### src/gia_pkg.sv
// Shared constants, codes and control types for the generational ID allocator.
package gia_pkg;

   // Geometry of a handle and of the free ring.
   localparam int ID_BITS    = 24;
   localparam int FREE_DEPTH = 64;
   localparam int PTR_W      = $clog2(FREE_DEPTH);
   localparam int CNT_W      = $clog2(FREE_DEPTH + 1);
   localparam int FRESH_W    = ID_BITS + 1;

   localparam logic [31:0]      AGE_STEP  = 32'(1) << ID_BITS;
   localparam logic [PTR_W-1:0] PTR_LAST  = PTR_W'(FREE_DEPTH - 1);
   localparam logic [CNT_W-1:0] CNT_FULL  = CNT_W'(FREE_DEPTH);
   localparam logic [FRESH_W-1:0] FRESH_FIRST = FRESH_W'(1);

   // Request kinds carried in the input tuser.
   typedef enum logic {
      FUNC_ALLOC = 1'b0,
      FUNC_FREE  = 1'b1
   } func_type;

   // Result status carried in the output tuser.
   typedef enum logic [1:0] {
      ST_OK        = 2'd0,
      ST_EXHAUSTED = 2'd1,
      ST_RING_FULL = 2'd2
   } status_type;

   // Commands from the controller to the datapath.
   typedef struct packed {
      logic capture;  // latch the accepted request
      logic commit;   // update state and load the result register
   } ctrl_cmd_type;

   // Status from the datapath to the controller.
   typedef struct packed {
      logic slot_free;  // result register can take a new result this cycle
   } dp_status_type;

endpackage

### src/generational_id_allocator.sv
// Result path: an accepted request is captured, then executed into the result register
// once that register is free, so an earlier result still waiting there delays it.
// Flow: capture, then execute with the ring's registered read port; no new request is
// taken until the captured one commits, but one is taken while a result waits.
// Reset: synchronous, active high; clears ring pointers, count and result valid, sets the
// fresh index counter to one. Ring contents are not cleared and need no pass.
module generational_id_allocator import gia_pkg::*; (
   input  logic        clock,
   input  logic        reset,
   input  logic        req_tvalid,
   output logic        req_tready,
   input  logic [31:0] req_tdata,   // [31:0] handle_in
   input  logic        req_tuser,   // [0] func
   output logic        rsp_tvalid,
   input  logic        rsp_tready,
   output logic [31:0] rsp_tdata,   // [31:0] handle_out
   output logic [1:0]  rsp_tuser    // [1:0] status
);

   ctrl_cmd_type  cmd;
   dp_status_type sts;

   gia_ctrl u_ctrl (
      .clock      (clock),
      .reset      (reset),
      .req_tvalid (req_tvalid),
      .req_tready (req_tready),
      .cmd        (cmd),
      .sts        (sts)
   );

   gia_dp u_dp (
      .clock      (clock),
      .reset      (reset),
      .cmd        (cmd),
      .sts        (sts),
      .req_func   (req_tuser),
      .req_handle (req_tdata),
      .rsp_tvalid (rsp_tvalid),
      .rsp_tready (rsp_tready),
      .rsp_handle (rsp_tdata),
      .rsp_status (rsp_tuser)
   );

endmodule

### src/gia_ctrl.sv
// Controller state machine that sequences request capture and commit.
module gia_ctrl import gia_pkg::*; (
   input  logic          clock,
   input  logic          reset,
   input  logic          req_tvalid,
   output logic          req_tready,
   output ctrl_cmd_type  cmd,
   input  dp_status_type sts
);

   typedef enum logic {
      S_IDLE,
      S_EXEC
   } state_type;

   state_type state_ff;
   state_type state_in;
   logic      req_tready_ff;
   logic      req_tready_in;
   logic      req_fire;

   assign req_fire   = req_tvalid && req_tready_ff;
   assign req_tready = req_tready_ff;

   // Commands follow from the state, the request handshake and the datapath status.
   always_comb begin
      cmd.capture = req_fire;
      cmd.commit  = (state_ff == S_EXEC) && sts.slot_free;
   end

   // Next state: take one transaction, then commit once the result register frees up.
   always_comb begin
      state_in      = state_ff;
      req_tready_in = req_tready_ff;
      case (state_ff)
         S_IDLE: begin
            if (req_fire) begin
               state_in      = S_EXEC;
               req_tready_in = 1'b0;
            end
         end
         S_EXEC: begin
            if (sts.slot_free) begin
               state_in      = S_IDLE;
               req_tready_in = 1'b1;
            end
         end
         default: begin
            state_in      = S_IDLE;
            req_tready_in = 1'b1;
         end
      endcase
   end

   // State and registered ready.
   always_ff @(posedge clock) begin
      if (reset) begin
         state_ff      <= S_IDLE;
         req_tready_ff <= 1'b1;
      end else begin
         state_ff      <= state_in;
         req_tready_ff <= req_tready_in;
      end
   end

endmodule

### src/gia_dp.sv
// Datapath: free ring memory, ring pointers, fresh index counter and result register.
module gia_dp import gia_pkg::*; (
   input  logic          clock,
   input  logic          reset,
   input  ctrl_cmd_type  cmd,
   output dp_status_type sts,
   input  logic          req_func,
   input  logic [31:0]   req_handle,
   output logic          rsp_tvalid,
   input  logic          rsp_tready,
   output logic [31:0]   rsp_handle,
   output logic [1:0]    rsp_status
);

   logic [31:0]        ring_mem [FREE_DEPTH];
   logic [31:0]        rd_data_ff;

   logic               func_ff;
   logic [31:0]        handle_ff;

   logic [PTR_W-1:0]   head_ff, head_in;
   logic [PTR_W-1:0]   tail_ff, tail_in;
   logic [CNT_W-1:0]   count_ff, count_in;
   logic [FRESH_W-1:0] fresh_ff, fresh_in;

   logic               rsp_valid_ff, rsp_valid_in;
   logic [31:0]        rsp_handle_ff, rsp_handle_in;
   status_type         rsp_status_ff, rsp_status_in;

   logic               ring_wr;
   logic               ring_empty;
   logic               ring_full;

   assign ring_empty    = (count_ff == '0);
   assign ring_full     = (count_ff == CNT_FULL);
   assign sts.slot_free = !rsp_valid_ff || rsp_tready;

   // Request capture.
   always_ff @(posedge clock) begin
      if (cmd.capture) begin
         func_ff   <= req_func;
         handle_ff <= req_handle;
      end
   end

   // Ring memory: the head entry is read every cycle, so it is ready when the
   // captured request executes; the head does not move in between.
   always_ff @(posedge clock) begin
      rd_data_ff <= ring_mem[head_ff];
      if (ring_wr) begin
         ring_mem[tail_ff] <= handle_ff;
      end
   end

   // Execute the captured transaction.
   always_comb begin
      head_in       = head_ff;
      tail_in       = tail_ff;
      count_in      = count_ff;
      fresh_in      = fresh_ff;
      rsp_handle_in = rsp_handle_ff;
      rsp_status_in = rsp_status_ff;
      ring_wr       = 1'b0;
      rsp_valid_in  = rsp_valid_ff && !rsp_tready;
      if (cmd.commit) begin
         rsp_valid_in  = 1'b1;
         rsp_handle_in = '0;
         rsp_status_in = ST_OK;
         if (func_ff == FUNC_ALLOC) begin
            if (!ring_empty) begin
               rsp_handle_in = rd_data_ff + AGE_STEP;
               head_in       = (head_ff == PTR_LAST) ? '0 : head_ff + PTR_W'(1);
               count_in      = count_ff - CNT_W'(1);
            end else if (!fresh_ff[ID_BITS]) begin
               rsp_handle_in = 32'(fresh_ff);
               fresh_in      = fresh_ff + FRESH_W'(1);
            end else begin
               rsp_status_in = ST_EXHAUSTED;
            end
         end else begin
            if (ring_full) begin
               rsp_status_in = ST_RING_FULL;
            end else begin
               ring_wr  = 1'b1;
               tail_in  = (tail_ff == PTR_LAST) ? '0 : tail_ff + PTR_W'(1);
               count_in = count_ff + CNT_W'(1);
            end
         end
      end
   end

   // Control state.
   always_ff @(posedge clock) begin
      if (reset) begin
         head_ff      <= '0;
         tail_ff      <= '0;
         count_ff     <= '0;
         fresh_ff     <= FRESH_FIRST;
         rsp_valid_ff <= 1'b0;
      end else begin
         head_ff      <= head_in;
         tail_ff      <= tail_in;
         count_ff     <= count_in;
         fresh_ff     <= fresh_in;
         rsp_valid_ff <= rsp_valid_in;
      end
   end

   // Result payload.
   always_ff @(posedge clock) begin
      rsp_handle_ff <= rsp_handle_in;
      rsp_status_ff <= rsp_status_in;
   end

   assign rsp_tvalid = rsp_valid_ff;
   assign rsp_handle = rsp_handle_ff;
   assign rsp_status = rsp_status_ff;

endmodule

### config.mk
export PLATFORM = sky130hd
export DESIGN_NAME = generational_id_allocator
export DESIGN_NICKNAME = d
export VERILOG_FILES = /design/src/gia_pkg.sv /design/src/generational_id_allocator.sv /design/src/gia_ctrl.sv /design/src/gia_dp.sv
export SDC_FILE = /design/constraint.sdc
export NUM_CORES = 2
export LEC_CHECK = 0
export ABC_AREA = 1
export BUFFER_PORTS_ARGS = -buffer_cell sky130_fd_sc_hd__buf_2
export CAP_MARGIN = 30
export CORE_ASPECT_RATIO = 1.75
export CORE_UTILIZATION = 40
export CTS_BUF_LIST = sky130_fd_sc_hd__clkbuf_8
export DETAILED_ROUTE_END_ITERATION = 7
export SLEW_MARGIN = 30
export SYNTH_ARGS = -nofsm -noshare
export SYNTH_HDL_FRONTEND = slang
export SYNTH_HIERARCHICAL = 1
export SYNTH_SLANG_ARGS = --single-unit
### constraint.sdc
create_clock -name clock -period 9.6 [get_ports clock]
set_input_delay 0.96 -clock clock [delete_from_list [all_inputs] [get_ports clock]]
set_output_delay 0.96 -clock clock [all_outputs]
set_load 0.03 [all_outputs]
**Word-level counts from Yosys, hierarchy flattened**

Memory sizes are Yosys's and may differ from the RTL's. A register that Yosys moved wholly into a read port is not among the register bits.
Index checks and enable logic that the tools add are counted.

- Word-level logic and storage cells: 68
- Bits in registers: 114
- Bits of input ports: 37
- Memory bits (writable): 2048
- Memories kept: 1

- Reduce and logical (&&, ||, !) cells: 13
- Eq/ne operators: 7
- $add $sub $neg: 6
- Mux-type cells: 24
- Bitwise operators: 5

Memory list:

| name | depth | bits a word | rd ports | clocked after Yosys merged registers in | wr ports | line | RTL |
|---|---|---|---|---|---|---|---|
| u_dp.ring_mem | 64 | 32 | 1 | 1 | 1 | gia_dp.sv:15 | `logic [31:0] ring_mem [FREE_DEPTH];` |

Operators by type and width:

| cell | number |
|---|---|
| $add A32 B25 Y32 const B | 1 |
| $mux W32 | 1 |
| $add A25 B1 Y25 const B | 1 |
| $mux W25 | 1 |
| $mux W24 | 1 |
| $mux W7 | 3 |
| $add A6 B1 Y6 const B | 2 |
| $eq A6 B6 Y1 const B | 2 |
| $mux W6 | 2 |
| $reduce_and A3 Y1 | 4 |
| $mux W1 | 11 |
| $add A7 B1 Y7 const B | 1 |
| $eq A7 B7 Y1 const B | 1 |
| $logic_not A7 Y1 | 1 |
| $sub A7 B1 Y7 const B | 1 |
| $mux W2 | 3 |
| $ne A2 B1 Y1 const B | 3 |
| $not A1 Y1 | 5 |
| $pmux W1 S2 | 2 |
| $reduce_and A4 Y1 | 1 |
| $logic_and A1 B1 Y1 | 3 |
| $logic_not A1 Y1 | 2 |
| $ne A2 B2 Y1 const B | 1 |
| $reduce_and A2 Y1 | 1 |
| $logic_or A1 B1 Y1 | 1 |

**Depth between registers and ports, before layout**

- Depth after elaboration: 6
- Depth in mapped cells: 15
- Gate-level depth less buffers: 12

**Modules after synthesis**

Netlist, hierarchy kept.

Modules (own cells, without submodules):

| module | seq. area each (µm²) | area an instance (µm²) | instances | cells an instance |
|---|---|---|---|---|
| gia_dp | 65052.4 | 92193.4 | 1 | 8767 |
| gia_ctrl | 40.0 | 102.6 | 1 | 16 |

**Least setup slack after synthesis**

Ideal clock, no wire load.

- Kind: input port to flip-flop
- Start: input port rsp_tready
- End: memory u_dp.ring_mem[41][0] (enable)
- Arrival: 5839 ps
- Setup slack: 3260 ps
- Stages: 10
- Library setup time: 501 ps
- Path buffers: 2
- Cells stage by stage: inv_1 -> nand2_1 -> nand2_1 -> inv_1 -> buf_2 -> nand2_1 -> nor2_2 -> buf_2 -> nand2_1 -> nor4_1

RTL lines:

| item | line | RTL |
|---|---|---|
| start, declared | generational_id_allocator.sv:15 | `input logic rsp_tready,` |
| end, declared | gia_dp.sv:15 |  |

==> impl_results.md <==
- Cell Int Power: 14.4 mW
- Syn Area/Cell: 10.5 um2
- Global routing met3 resource utilization: 2.83%
- Clock Latency Late Sink: 0.97 ns
- Fmax: 225 MHz
- Mapped Cells: 8783
- Slew margin rel.: 31.5%
- Register share of total power: 55.4%
- ANT nets after route: 0
- Hpwl dp: 175 mm
- Critical path peak fanout: 78
- Crit path largest cell delay: 0.79 ns
- Final Hold Viols: 0
- I/O Buffers: 72
- CP startpoint: u_dp/head_ff[0]
- Root buf cell: clkbuf_8
- CTS Sinks: 2194
- Required @ worst endpoint: 10.45 ns
- CP cell instances: buf_4 -> buf_4 -> buf_4 -> nand2_1 -> nand3_1 -> nand2_1 -> nand2_1 -> nand2_1 -> inv_1 -> nand2_1 -> nand2_1 -> nand2_1 -> inv_1 -> nand2_1
- Switching power total: 4.89 mW
- # hold bufs at CTS: 0
- Combinational share of power: 8.2%
- CTS tree: yes
- Met2 usage: 39.8%
- Worst-path clk slew: 0.07 ns
- Pre-antenna DRT Iters: 6
- Setup TNS: 0 ns
- Startpoint types: flip-flop
- Setup Viol. Count Final: 0
- Reg2Reg Depth: 14
- Crit path to: u_dp/rd_data_ff[24]
- Non-filler cells, final: 12200
- Initial DRC count: 6529
- Total power: 19.3 mW
- Synth Flop Type: edfxtp_1
- FFs w/ async S/R, synth: 0%
- Switching Fraction: 25.3%
- CORE AREA: 229000 um2
- Layout filler cell count: 21100
- Slowest CP cell: dfxtp_4
- Starting Density: 40.3%
- Minimum clock period: 4.45 ns
- Crit path DAT: 5.30 ns
- Routed vias: 62700
- Grt ovf: 0
- Placed cell count: 11600
- Chip height: 637 um
- Met1 GRT Util: 30.0%
- Clock Path Buffers: 4
- Power per cell area: 186 nW/um2
- Setup Skew: 0.0535 ns
- Final net count: 8960
- Post-synth design cell area: 92300 um2
- R2r setup slk: 5.15 ns
- Row count: 232
- Most frequent cells in the layout: nand2_1, edfxtp_1, inv_1, nand3_1, nor2_1
- Setup Crit Path Kind: reg2reg
- VDD IR max: 0.132 mV
- Final core occ: 45.3%
- Total CTS buffers: 317
- Final Max Tran Viols: 0
- Synthesis-to-finish area growth: 12.2%
- DR WL/cell: 23.5 um
- Largest net degree at the start of global routing: 211
- Initial antenna violation count: 10
- WHS: 0.196 ns
- Max Cap Violations: 0
- Status: complete, no violations
- Post-cts sizing count: 0
- Seq. cell area: 65100 um2
- R2r endpoint: u_dp/rd_data_ff[24]
- Synth Net Count: 8830
- Worst min path class: in2reg
- Routed wire length: 286 mm
- Gr usage total: 24.3%
- Die X: 365 um
- Most common cell after layout, fill and taps aside: nand2_1
- Transition time of the tightest slew-check pin: 1.03 ns
- Share of cells above drive strength 1: 8.39%
- Total Die Area: 233000 um2
- Library cells used by synthesis: 34
- Top-level I/O count: 73
- Multi-input gate area: 21700 um2
- Clock share of power: 36.4%
- Unrepaired setup endpoints after global routing: no
- Element type at the critical path end: flip-flop
- EDFF count, synth: 2115
- # Post-CTS Setup Buffers: 0
- CP dominant cell by count: nand2_1
- Placer Congestion: 0.933
- Worst flop-to-flop path startpoint: u_dp/head_ff[0]
- Yosys warnings: 6
- DRC viols: 0
- Number of global-route vias before repair: 60300
- Tcrit/Tclk final: 46.3%
- First-pass GRT wire length: 411 mm
- GRT busiest layer: met2
- Via-to-Cell Ratio: 5.14
- #FFs+latches synth: 2194
- Register area share after synthesis: 70.5%
- Pleak: 41.1 nW
- # H-tree levels: 5
==> metrics by stage <==
stage          worst slack (ns)  cell area (um2)
2_1_floorplan              3.26            92300
3_3_place_gp               4.85            95900
3_5_place_dp               4.95            97300
4_1_cts                    5.16           103000
5_1_grt                    4.90           104000
6_report                   5.15           104000
==> Yosys cell counts, types with 4 or more instances <==
master	instances	area share, %
o21ai_1	74	0.40
buf_4	8	0.065
nand3_1	956	5.2
buf_1	56	0.23
clkbuf_1	124	0.50
nor3_1	16	0.087
inv_2	8	0.033
edfxtp_1	2115	69
o211ai_1	7	0.057
or2_2	32	0.22
ha_1	9	0.12
xor2_1	11	0.10
buf_2	249	1.4
and3_1	6	0.041
nor2_1	713	2.9
inv_1	1056	4.3
nand2_1	2887	12
clkinv_1	8	0.033
dfxtp_1	79	1.7
nand4_1	16	0.11
o21ai_0	235	1.3
a21oi_1	96	0.52
nor4_1	4	0.027
==> worst min-delay path by stage <==
stage / to / start / cells past startpoint / slack [ns]
final: u_dp/func_ff / req_tuser / 1 / 0.20
after global routing: u_dp/func_ff / req_tuser / 1 / 0.16
after CTS: u_dp/handle_ff[22] / req_tdata[22] / 1 / 0.12
after detailed placement: u_dp/fresh_ff[22] / u_dp/fresh_ff[22] / 2 / 0.48
after global placement: u_dp/fresh_ff[22] / u_dp/fresh_ff[22] / 2 / 0.47
after floorplan: u_ctrl/state_ff / u_ctrl/state_ff / 2 / 0.45
==> sequential cells by signal (all words and copies together) (netlist names), 2 cells and up <==
register         cells
u_dp/ring_mem     2048
u_dp/handle_ff      32
u_dp/rd_data_ff     32
u_dp/rsp_handle     32
u_dp/fresh_ff       25
u_dp/count_ff        7
u_dp/head_ff         6
u_dp/tail_ff         6
u_dp/rsp_status      2
==> critical path, delay by kind of cell (launching register included) <==
kind / cells / cell delay [ns]
and+or+nand+nor: 9 / 1.12
DFF: 1 / 0.79
buffers and inverters: 5 / 2.24
==> power groups by stage <==
stage                     Clock [mW]  Combinational (mW)  Sequential, mW
after floorplan                    0               0.811            10.9
after global placement             0                1.55            10.9
after detailed placement           0                1.57            10.9
after CTS                       7.16                1.58            10.7
after global routing            7.52                1.69            10.7
final                           7.03                1.58            10.7
==> cell families after synthesis <==
| group | Yosys count | share of synthesized area, % |
|---|---|---|
| AND/OR/NAND/NOR | 4639 | 20.4 |
| flip-flops | 2194 | 70.5 |
| buffers and inverters | 1512 | 6.54 |
| AO/OA/AOI/OAI | 415 | 2.28 |
| XOR/XNOR | 13 | 0.123 |
| adder cells (fa/ha/maj) | 10 | 0.144 |
==> layout make-up <==
type / instances / share of cell area (%)
repair buffers: 251 / 3.04
multi-input cells: 5077 / 20.9
well taps: 3042 / 3.68
flip-flops and latches: 2194 / 62.9
clock inverters: 214 / 1.12
clock buffers: 332 / 4.41
diodes: 9 / 0.0217
inverters: 1072 / 3.92
==> metal layers <==
metal | vias up | wire (um)
li1 | 29000 | -
met5 | - | 0
met1 | 30400 | 108000
met4 | 0 | 21800
met3 | 598 | 18900
met2 | 2625 | 138000
Note: power is estimated with default switching activity, not from simulation.
